### src/hdl/eibd_pkg.sv
`default_nettype none
package eibd_pkg;

	// build-time defaults
	localparam int MAX_BITS_DEF  = 1024;
	localparam int TIME_BITS_DEF = 32;
	localparam int QUEUE_DEPTH   = 2;

	// fixed field widths
	localparam int IN_TIME_W  = 32;
	localparam int OUT_TIME_W = 32;
	localparam int TOL_W      = 8;
	localparam int END_W      = 10;
	localparam int CFG_W      = 10;
	localparam int CFG_IDX_W  = 1;
	localparam int STATUS_W   = 3;
	localparam int IDX_W      = 10;
	// deviation scale of one hundred needs seven extra bits
	localparam int DEV_EXTRA_W = 7;

	localparam logic [TOL_W-1:0] TOL_RESET = TOL_W'(25);
	localparam logic [END_W-1:0] END_RESET = END_W'(300);

	typedef enum logic [STATUS_W-1:0] {
		ST_NONE = 3'd0,
		ST_END  = 3'd1,
		ST_BAD  = 3'd2,
		ST_OK   = 3'd3,
		ST_FULL = 3'd4
	} status_t;

	typedef enum logic [CFG_IDX_W-1:0] {
		REG_TOLERANCE = 1'd0,
		REG_END       = 1'd1
	} cfg_reg_t;

	// queue flags seen by the front and back parts
	typedef struct packed {
		logic full;
		logic not_empty;
	} q_status_t;

endpackage
`default_nettype wire

### src/hdl/eibd_front.sv
`default_nettype none
module eibd_front #(
	parameter int TIME_BITS = eibd_pkg::TIME_BITS_DEF
) (
	input  wire                              clk,
	input  wire                              arst_n,
	input  wire                              in_valid,
	output logic                             in_stall,
	input  wire                              edge_level,
	input  wire  [eibd_pkg::IN_TIME_W-1:0]   edge_time,
	input  wire  eibd_pkg::q_status_t        q_stat,
	output logic                             push,
	output logic                             push_level,
	output logic [TIME_BITS-1:0]             push_now
);

	logic                                  valid_s1;
	logic                                  level_s1;
	logic [TIME_BITS-1:0]                  now_s1;
	logic [TIME_BITS+eibd_pkg::IN_TIME_W-1:0] time_ext;

	// timestamps live modulo 2^TIME_BITS
	assign time_ext = (TIME_BITS + eibd_pkg::IN_TIME_W)'(edge_time);

	assign in_stall   = valid_s1 & q_stat.full;
	assign push       = valid_s1 & ~q_stat.full;
	assign push_level = level_s1;
	assign push_now   = now_s1;

	always_ff @(posedge clk or negedge arst_n) begin
		if (!arst_n) begin
			valid_s1 <= 1'b0;
		end else if (!in_stall) begin
			valid_s1 <= in_valid;
		end
	end

	always_ff @(posedge clk) begin
		if (in_valid && !in_stall) begin
			level_s1 <= edge_level;
			now_s1   <= time_ext[TIME_BITS-1:0];
		end
	end

endmodule
`default_nettype wire

### src/hdl/eibd_queue.sv
`default_nettype none
module eibd_queue #(
	parameter int WIDTH = 1 + eibd_pkg::TIME_BITS_DEF,
	parameter int DEPTH = eibd_pkg::QUEUE_DEPTH
) (
	input  wire                  clk,
	input  wire                  arst_n,
	input  wire                  push,
	input  wire  [WIDTH-1:0]     wr_data,
	input  wire                  pop,
	output logic [WIDTH-1:0]     rd_data,
	output eibd_pkg::q_status_t  q_stat
);

	localparam int PTR_W = (DEPTH > 1) ? $clog2(DEPTH) : 1;
	localparam int CNT_W = $clog2(DEPTH + 1);

	logic [WIDTH-1:0] mem_q [DEPTH];
	logic [PTR_W-1:0] wr_ptr_q;
	logic [PTR_W-1:0] rd_ptr_q;
	logic [CNT_W-1:0] cnt_q;
	logic             do_push;
	logic             do_pop;

	assign q_stat.full      = (cnt_q == CNT_W'(DEPTH));
	assign q_stat.not_empty = (cnt_q != '0);
	assign do_push          = push & ~q_stat.full;
	assign do_pop           = pop & q_stat.not_empty;
	assign rd_data          = mem_q[rd_ptr_q];

	always_ff @(posedge clk or negedge arst_n) begin
		if (!arst_n) begin
			wr_ptr_q <= '0;
			rd_ptr_q <= '0;
			cnt_q    <= '0;
		end else begin
			if (do_push) begin
				wr_ptr_q <= (wr_ptr_q == PTR_W'(DEPTH - 1)) ? '0 : wr_ptr_q + 1'b1;
			end
			if (do_pop) begin
				rd_ptr_q <= (rd_ptr_q == PTR_W'(DEPTH - 1)) ? '0 : rd_ptr_q + 1'b1;
			end
			if (do_push && !do_pop) begin
				cnt_q <= cnt_q + 1'b1;
			end else if (do_pop && !do_push) begin
				cnt_q <= cnt_q - 1'b1;
			end
		end
	end

	always_ff @(posedge clk) begin
		if (do_push) begin
			mem_q[wr_ptr_q] <= wr_data;
		end
	end

endmodule
`default_nettype wire

### src/hdl/eibd_back.sv
`default_nettype none
module eibd_back #(
	parameter int MAX_BITS  = eibd_pkg::MAX_BITS_DEF,
	parameter int TIME_BITS = eibd_pkg::TIME_BITS_DEF
) (
	input  wire                                  clk,
	input  wire                                  arst_n,
	input  wire                                  wr_en,
	input  wire  [eibd_pkg::CFG_IDX_W-1:0]       wr_index,
	input  wire  [eibd_pkg::CFG_W-1:0]           wr_data,
	input  wire                                  q_valid,
	input  wire                                  q_level,
	input  wire  [TIME_BITS-1:0]                 q_now,
	output logic                                 q_pop,
	output logic                                 out_valid,
	input  wire                                  out_stall,
	output logic [eibd_pkg::STATUS_W-1:0]        status,
	output logic                                 message_bit,
	output logic [eibd_pkg::IDX_W-1:0]           bit_index,
	output logic                                 is_header,
	output logic [eibd_pkg::OUT_TIME_W-1:0]      interval
);

	localparam int CNT_W = $clog2(MAX_BITS + 1);
	localparam int DEV_W = TIME_BITS + eibd_pkg::DEV_EXTRA_W;
	localparam int THR_W = TIME_BITS + eibd_pkg::END_W;

	// configuration
	logic [eibd_pkg::TOL_W-1:0] tol_q;
	logic [eibd_pkg::END_W-1:0] end_q;

	// decoder state
	logic [TIME_BITS-1:0] last_q;
	logic [TIME_BITS-1:0] fref_q;
	logic [TIME_BITS-1:0] rref_q;
	logic                 aw_f_q;
	logic                 aw_r_q;
	logic                 en_q;
	logic [CNT_W-1:0]     cnt_q;
	logic                 thr_stale_q;

	// thresholds, recomputed every cycle from the registered references
	logic [THR_W-1:0] thr_tol_f_q;
	logic [THR_W-1:0] thr_end_f_q;
	logic [THR_W-1:0] thr_tol_r_q;
	logic [THR_W-1:0] thr_end_r_q;

	// result register
	logic                       out_valid_q;
	eibd_pkg::status_t          status_q;
	logic                       bit_q;
	logic [eibd_pkg::IDX_W-1:0] index_q;
	logic                       header_q;
	logic [eibd_pkg::OUT_TIME_W-1:0] interval_q;

	// next-state terms
	logic                 learn_r;
	logic                 learn_f;
	logic                 learned;
	logic                 first_fall;
	logic [TIME_BITS-1:0] rref_n;
	logic [TIME_BITS-1:0] fref_n;
	logic [TIME_BITS-1:0] last_pre;
	logic [TIME_BITS-1:0] last_n;
	logic                 en_n;
	logic                 aw_r_n;
	logic                 aw_f_n;
	logic [TIME_BITS-1:0] ref_sel;
	logic [TIME_BITS-1:0] cur;
	logic [TIME_BITS-1:0] diff;
	logic [DEV_W-1:0]     diff_ext;
	logic [DEV_W-1:0]     dev;
	logic [THR_W-1:0]     dev_ext;
	logic [THR_W-1:0]     thr_tol_sel;
	logic [THR_W-1:0]     thr_end_sel;
	logic                 judge;
	logic                 over_end;
	logic                 over_tol;
	logic                 is_full;
	logic                 accept;
	eibd_pkg::status_t    status_n;
	logic [CNT_W+eibd_pkg::IDX_W-1:0]       cnt_ext;
	logic [TIME_BITS+eibd_pkg::OUT_TIME_W-1:0] cur_ext;

	assign q_pop = q_valid & ~thr_stale_q & (~out_valid_q | ~out_stall);

	always_comb begin
		learn_r    = (rref_q == '0) && !aw_r_q && !q_level;
		learn_f    = aw_f_q && q_level && !aw_r_q;
		learned    = learn_r | learn_f;
		first_fall = aw_r_q && !q_level;
		rref_n     = learn_r ? q_now - last_q : rref_q;
		fref_n     = learn_f ? q_now - last_q : fref_q;
		last_pre   = first_fall ? q_now : last_q;
		en_n       = en_q | learned;
		aw_r_n     = aw_r_q & q_level;
		aw_f_n     = aw_f_q & ~learn_f;

		ref_sel  = q_level ? fref_n : rref_n;
		cur      = q_now - last_pre;
		diff     = (ref_sel > cur) ? ref_sel - cur : cur - ref_sel;
		diff_ext = DEV_W'(diff);
		// times one hundred as 64 + 32 + 4
		dev      = (diff_ext << 6) + (diff_ext << 5) + (diff_ext << 2);
		dev_ext  = THR_W'(dev);

		thr_tol_sel = q_level ? thr_tol_f_q : thr_tol_r_q;
		thr_end_sel = q_level ? thr_end_f_q : thr_end_r_q;

		judge = en_n && !aw_r_n && (ref_sel != '0);
		// a freshly learned reference equals the interval, so zero deviation
		over_end = !learned && (dev_ext > thr_end_sel);
		over_tol = !learned && (dev_ext > thr_tol_sel);
		is_full  = (cnt_q == CNT_W'(MAX_BITS));
		accept   = judge && !over_end && !over_tol;
		last_n   = accept ? q_now : last_pre;

		if (!judge) begin
			status_n = eibd_pkg::ST_NONE;
		end else if (over_end) begin
			status_n = eibd_pkg::ST_END;
		end else if (over_tol) begin
			status_n = eibd_pkg::ST_BAD;
		end else if (is_full) begin
			status_n = eibd_pkg::ST_FULL;
		end else begin
			status_n = eibd_pkg::ST_OK;
		end

		cnt_ext = (CNT_W + eibd_pkg::IDX_W)'(cnt_q);
		cur_ext = (TIME_BITS + eibd_pkg::OUT_TIME_W)'(cur);
	end

	always_ff @(posedge clk or negedge arst_n) begin
		if (!arst_n) begin
			tol_q       <= eibd_pkg::TOL_RESET;
			end_q       <= eibd_pkg::END_RESET;
			last_q      <= '0;
			fref_q      <= '0;
			rref_q      <= '0;
			aw_f_q      <= 1'b1;
			aw_r_q      <= 1'b1;
			en_q        <= 1'b0;
			cnt_q       <= '0;
			thr_stale_q <= 1'b0;
			out_valid_q <= 1'b0;
		end else begin
			if (wr_en) begin
				unique case (wr_index)
					eibd_pkg::REG_TOLERANCE: tol_q <= wr_data[eibd_pkg::TOL_W-1:0];
					eibd_pkg::REG_END:       end_q <= wr_data[eibd_pkg::END_W-1:0];
					default: ;
				endcase
			end
			thr_stale_q <= wr_en | (q_pop & learned);
			if (q_pop) begin
				last_q <= last_n;
				fref_q <= fref_n;
				rref_q <= rref_n;
				aw_f_q <= aw_f_n;
				aw_r_q <= aw_r_n;
				en_q   <= en_n;
				if (accept && !is_full) begin
					cnt_q <= cnt_q + 1'b1;
				end
				out_valid_q <= 1'b1;
			end else if (!out_stall) begin
				out_valid_q <= 1'b0;
			end
		end
	end

	always_ff @(posedge clk) begin
		thr_tol_f_q <= THR_W'(fref_q) * THR_W'(tol_q);
		thr_end_f_q <= THR_W'(fref_q) * THR_W'(end_q);
		thr_tol_r_q <= THR_W'(rref_q) * THR_W'(tol_q);
		thr_end_r_q <= THR_W'(rref_q) * THR_W'(end_q);
		if (q_pop) begin
			status_q   <= status_n;
			bit_q      <= accept & ~q_level;
			index_q    <= (status_n == eibd_pkg::ST_OK) ?
				cnt_ext[eibd_pkg::IDX_W-1:0] : '0;
			header_q   <= (status_n == eibd_pkg::ST_OK) && (cnt_q < CNT_W'(2));
			interval_q <= cur_ext[eibd_pkg::OUT_TIME_W-1:0];
		end
	end

	assign out_valid   = out_valid_q;
	assign status      = status_q;
	assign message_bit = bit_q;
	assign bit_index   = index_q;
	assign is_header   = header_q;
	assign interval    = interval_q;

endmodule
`default_nettype wire

### src/hdl/edge_interval_bit_decoder.sv
// edge interval bit decoder
// input channel: one request per line edge, edge_level (level after the edge)
//   and edge_time (free-running tick count), taken when in_valid is high and
//   in_stall is low
// output channel: exactly one result request per edge (status, message_bit,
//   bit_index, is_header, interval), taken when out_valid is high and
//   out_stall is low
// config: wr_en with wr_index 0 writes tolerance_percent, 1 writes end_percent;
//   write only while the block is idle
// latency: three cycles from input to output (input stage, queue, result reg)
// throughput: one edge per cycle; the cycle after a reference is learned or a
//   config write lands, the back end waits one cycle while the threshold
//   products (reference times percent) are registered
// stall: a stalled result holds in the output register; the two-entry queue
//   and input stage keep accepting until they fill, then in_stall rises
// reset: references and last edge time clear, timing waits for the first
//   falling edge, bit count clears, registers return to 25 and 300 percent
`default_nettype none
module edge_interval_bit_decoder #(
	parameter int MAX_BITS  = eibd_pkg::MAX_BITS_DEF,
	parameter int TIME_BITS = eibd_pkg::TIME_BITS_DEF
) (
	input  wire                               clk,
	input  wire                               arst_n,
	// config write port
	input  wire                               wr_en,
	input  wire  [eibd_pkg::CFG_IDX_W-1:0]    wr_index,
	input  wire  [eibd_pkg::CFG_W-1:0]        wr_data,
	// edge requests
	input  wire                               in_valid,
	output logic                              in_stall,
	input  wire                               edge_level,
	input  wire  [eibd_pkg::IN_TIME_W-1:0]    edge_time,
	// result requests
	output logic                              out_valid,
	input  wire                               out_stall,
	output logic [eibd_pkg::STATUS_W-1:0]     status,
	output logic                              message_bit,
	output logic [eibd_pkg::IDX_W-1:0]        bit_index,
	output logic                              is_header,
	output logic [eibd_pkg::OUT_TIME_W-1:0]   interval
);

	localparam int Q_W = 1 + TIME_BITS;

	// front to queue
	eibd_pkg::q_status_t  q_stat;
	logic                 push;
	logic                 push_level;
	logic [TIME_BITS-1:0] push_now;

	// queue to back
	logic                 q_pop;
	logic [Q_W-1:0]       q_rd;

	// front: takes edges and folds the timestamp into the time domain
	eibd_front #(
		.TIME_BITS (TIME_BITS)
	) u_front (
		.clk        (clk),
		.arst_n     (arst_n),
		.in_valid   (in_valid),
		.in_stall   (in_stall),
		.edge_level (edge_level),
		.edge_time  (edge_time),
		.q_stat     (q_stat),
		.push       (push),
		.push_level (push_level),
		.push_now   (push_now)
	);

	// short queue so front and back stall independently
	eibd_queue #(
		.WIDTH (Q_W),
		.DEPTH (eibd_pkg::QUEUE_DEPTH)
	) u_queue (
		.clk     (clk),
		.arst_n  (arst_n),
		.push    (push),
		.wr_data ({push_level, push_now}),
		.pop     (q_pop),
		.rd_data (q_rd),
		.q_stat  (q_stat)
	);

	// back: learns references, judges intervals, emits bits
	eibd_back #(
		.MAX_BITS  (MAX_BITS),
		.TIME_BITS (TIME_BITS)
	) u_back (
		.clk         (clk),
		.arst_n      (arst_n),
		.wr_en       (wr_en),
		.wr_index    (wr_index),
		.wr_data     (wr_data),
		.q_valid     (q_stat.not_empty),
		.q_level     (q_rd[Q_W-1]),
		.q_now       (q_rd[TIME_BITS-1:0]),
		.q_pop       (q_pop),
		.out_valid   (out_valid),
		.out_stall   (out_stall),
		.status      (status),
		.message_bit (message_bit),
		.bit_index   (bit_index),
		.is_header   (is_header),
		.interval    (interval)
	);

endmodule
`default_nettype wire
### config.mk
export PLATFORM = sky130hd
export DESIGN_NAME = edge_interval_bit_decoder
export DESIGN_NICKNAME = d
export VERILOG_FILES = /design/src/hdl/eibd_pkg.sv /design/src/hdl/eibd_front.sv /design/src/hdl/eibd_queue.sv /design/src/hdl/eibd_back.sv /design/src/hdl/edge_interval_bit_decoder.sv
export SDC_FILE = /design/constraint.sdc
export NUM_CORES = 2
export LEC_CHECK = 0
export BUFFER_PORTS_ARGS = -buffer_cell sky130_fd_sc_hd__buf_2
export CAP_MARGIN = 5
export CORE_MARGIN = 2
export CORE_UTILIZATION = 40
export CTS_CLUSTER_SIZE = 25
export DETAILED_ROUTE_END_ITERATION = 6
export PLACE_DENSITY = 0.54
export SLEW_MARGIN = 20
export SYNTH_ARGS = -nofsm -noshare
export SYNTH_HDL_FRONTEND = slang
export SYNTH_SLANG_ARGS = --single-unit
### constraint.sdc
create_clock -name clk -period 16.9 [get_ports clk]
set_input_delay 3.38 -clock clk [delete_from_list [all_inputs] [get_ports clk]]
set_output_delay 3.38 -clock clk [all_outputs]
set_load 0.005 [all_outputs]
==> flow_summary_export.csv <==
group,metric,value,unit
clock_tree,clock_sinks,445,
synthesis,syn_avg_cell_area,9.211,um2
timing,setup_viol,0,
setup_path,worstPathRequired,17.42,ns
timing,finalHoldViolCount,0,
setup_path,r2r_cells,51,
setup_path,worstSetupStartpointType,"register",
place,numPortBuffers,97,
floorplanning,die_h,393.2,um
synthesis,synth_flop_cell,"dfxtp_1",
setup_path,critical_path_arrival,15.79,ns
setup_path,cpMostUsedCell,"o21ai_0",
synthesis,synthDominantCellAreaShare,28.38,%
setup_path,cp_max_fo,55,
global_route,track_usage,25.69,%
clock_tree,insertion_delay,0.67,ns
synthesis,synth_edf_count,146,
finish,fillCellCount,14837,
synthesis,yosysTopAreaCell,"fa_1",
finish,finalNetCount,7918,
global_route,grt_pass1_wl,299900,um
finish,post-route-util,43.33,%
finish,syn2layout_area_growth,7.385,%
setup_path,path_buf_inv,3,
worst_hold_path,min_to,"u_queue.mem_q[0][26]",
global_route,antenna_found_initial,5,
setup_path,cp_slowest_stage_delay,0.70,ns
worst_hold_path,hp-start,"u_front.push_now[26]",
setup_path,worstSetupPathType,"register to register",
synthesis,ys_types,96,
floorplanning,die_width,393.2,um
setup_path,crit_slowest_cell,"a32oi_4",
synthesis,synth_area_leaders,"fa_1 (28%), ha_1 (11%), edfxtp_1 (7.2%)",
timing,tightest_slew,1.139,ns
timing,max_freq,0.06548,GHz
clock_tree,clockRootBuffer,"clkbuf_16",
synthesis,synth_most_common_cell,"inv_1",
finish,drive_gt1_share,7.026,%
job,cap_violations,0,
place,globalplace.congestion,0.9573,
floorplanning,io_pins,98,
global_route,grt_pass1_vias,47990,
clock_tree,cts_buffers,55,
place,placed_area,63160,um2
global_route,grt_util_met1,36.38,%
outcome,outcome,"completed",
timing,slew_violations,0,
route,drtIter0Drc,3177,
floorplanning,rows,142,
clock_tree,clk_pin_slew,0.06,ns
floorplanning,core-area,150100,um2
finish,design_area,65060,um2
timing,rsz0062_at_grt,"false",
route,dr.pass1.iters,5,
clock_tree,holdBufCountCts,0,
worst_hold_path,whs_path_depth,0,
floorplanning,die_area,154600,um2
synthesis,netlist_instances,6577,
synthesis,synthTopCellsByCount,"inv_1 (894), nand2_1 (882), fa_1 (859), ha_1 (519), and2_1 (500)",
synthesis,ys_seq_area_share,18.25,%
route,via_count,46509,
synthesis,yosysWarnings,0,
timing,maxSlewHeadroom,23.25,%
setup_path,cp-end-kind,"register",
route,drt_wl_total,194400,um
setup_path,reg2reg_from,"u_queue.rd_ptr_q",
timing,fin_skew,0.04384,ns
floorplanning,initial_utilization,40.35,%
timing,tns,0,ns
clock_tree,clockBufferDepth,3,
worst_hold_path,holdCritPathClass,"register to register",
route,drcViolationCount,0,
synthesis,synthesis.area,60580,um2
route,viasPerCell,5.440,
synthesis,synthesis.nets,8004,
timing,post-route-period-util,90.36,%
global_route,use_met2,41.34,%
route,wire_per_inst,22.74,um
synthesis,ys_ff_latch,445,
place,dp_cells,8450,
global_route,grt_max_degree,66,
synthesis,async_flop_share,30.34,%
global_route,grt.busiest_layer,"met2",
global_route,grtUsageMet3,3.242,%
timing,fin_crit,15.27,ns
setup_path,r2r_end,"u_back.last_q[17]",
clock_tree,cts_tree,"built",
place,dp_hpwl,150500,um
global_route,grt_overflow,0,
route,postRouteAntennaNets,0,
finish,fin_cells,8550,
clock_tree,h-tree-depth,2,
setup_path,reg2reg_slack,1.63,ns
setup_path,crit_family,"compound AO/OA/AOI/OAI gates",
-- per-layer routing --
metal,routed length [um],part of all wire (%)
met1,89690,46
met2,88120,45
met4,5902,3.0
met5,0,0
met3,10710,5.5
-- worst max path at each step --
stage | startpoint | to | slack (ns) | cells past startpoint
5_1_grt | u_queue.rd_ptr_q | u_back.last_q[15] | 0.17 | 53
2_1_floorplan | u_queue.rd_ptr_q | u_back.cnt_q[1] | 3.94 | 60
3_5_place_dp | u_queue.rd_ptr_q | u_back.last_q[19] | 1.37 | 51
3_3_place_gp | u_queue.rd_ptr_q | u_back.cnt_q[1] | 1.47 | 54
4_1_cts | u_queue.rd_ptr_q | u_back.last_q[17] | 1.28 | 51
6_report | u_queue.rd_ptr_q | u_back.last_q[17] | 1.63 | 51
-- cells by family after synthesis --
logic type               share of synthesized area, %
AO/OA/AOI/OAI                                   11.41
multiplexers                                    3.560
AND/OR/NAND/NOR                                 15.76
XOR/XNOR                                        4.062
flip-flops                                      18.25
buffers and inverters                           7.836
adder cells (fa/ha/maj)                         39.12
-- cell type report --
type                            count  area [um2]  share of cell area (%)
Antenna cell                        1       2.502                0.003846
Clock buffer                       73        1579                   2.427
Clock inverter                     26       302.8                  0.4654
Inverter                          894        3356                   5.158
Multi-Input combinational cell   4881       44850                   68.93
Sequential cell                   445       11080                   17.03
Tap cell                         2016        2522                   3.877
Timing Repair Buffer              214        1370                   2.106
-- flip-flops by register name, summed over array words and instances, names as in the netlist, 2 cells and up --
register and flops:
u_back.bit_index 10, u_back.cnt_q 11, u_back.end_q 10, u_back.fref_q 32
u_back.interval 32, u_back.last_q 32, u_back.rref_q 32, u_back.status 3
u_back.thr_end_f_q 42, u_back.thr_end_r_q 42, u_back.thr_tol_f_q 40, u_back.thr_tol_r_q 40
u_back.tol_q 8, u_front.push_now 32, u_queue.cnt_q 2, u_queue.mem_q 66
-- timing repair --
action	in CTS	in global routing
hold endpoints to repair	0	0
setup buffers	0	0
resized for setup	0	2
endpoints found under the setup margin	0	22
-- layout by cell type (no fill, tap or decap), drive strengths merged, types with 11 or more instances in the layout --
cell type / instances
nand2: 882
buf: 214
xor2: 84
a211o: 11
dfrtp: 126
xnor2: 197
a21oi: 338
nor4: 26
clkbuf: 73
and4: 13
and3: 26
o21ai: 202
a211oi: 32
a2111oi: 11
nand2b: 56
mux2i: 100
nor3: 57
ha: 519
dfxtp: 164
nand3: 49
o211ai: 18
a21o: 191
and2: 500
o21bai: 73
mux2: 94
a31oi: 21
clkinv: 12
o31ai: 21
fa: 859
inv: 898
nor2: 193
or3: 15
nand4: 60
nor2b: 49
o21a: 39
edfxtp: 146
-- stage by stage --
stage	hold slack, ns	setup slack [ns]
3_3_place_gp	0.4276	1.473
3_5_place_dp	0.4304	1.367
6_report	0.4442	1.629
5_1_grt	0.4491	0.1655
2_1_floorplan	0.4215	3.943
4_1_cts	0.4447	1.277
Power is left out: the tool's default activity adds up to more than one toggle a clock period on the data nets, which glitch-free logic cannot reach.
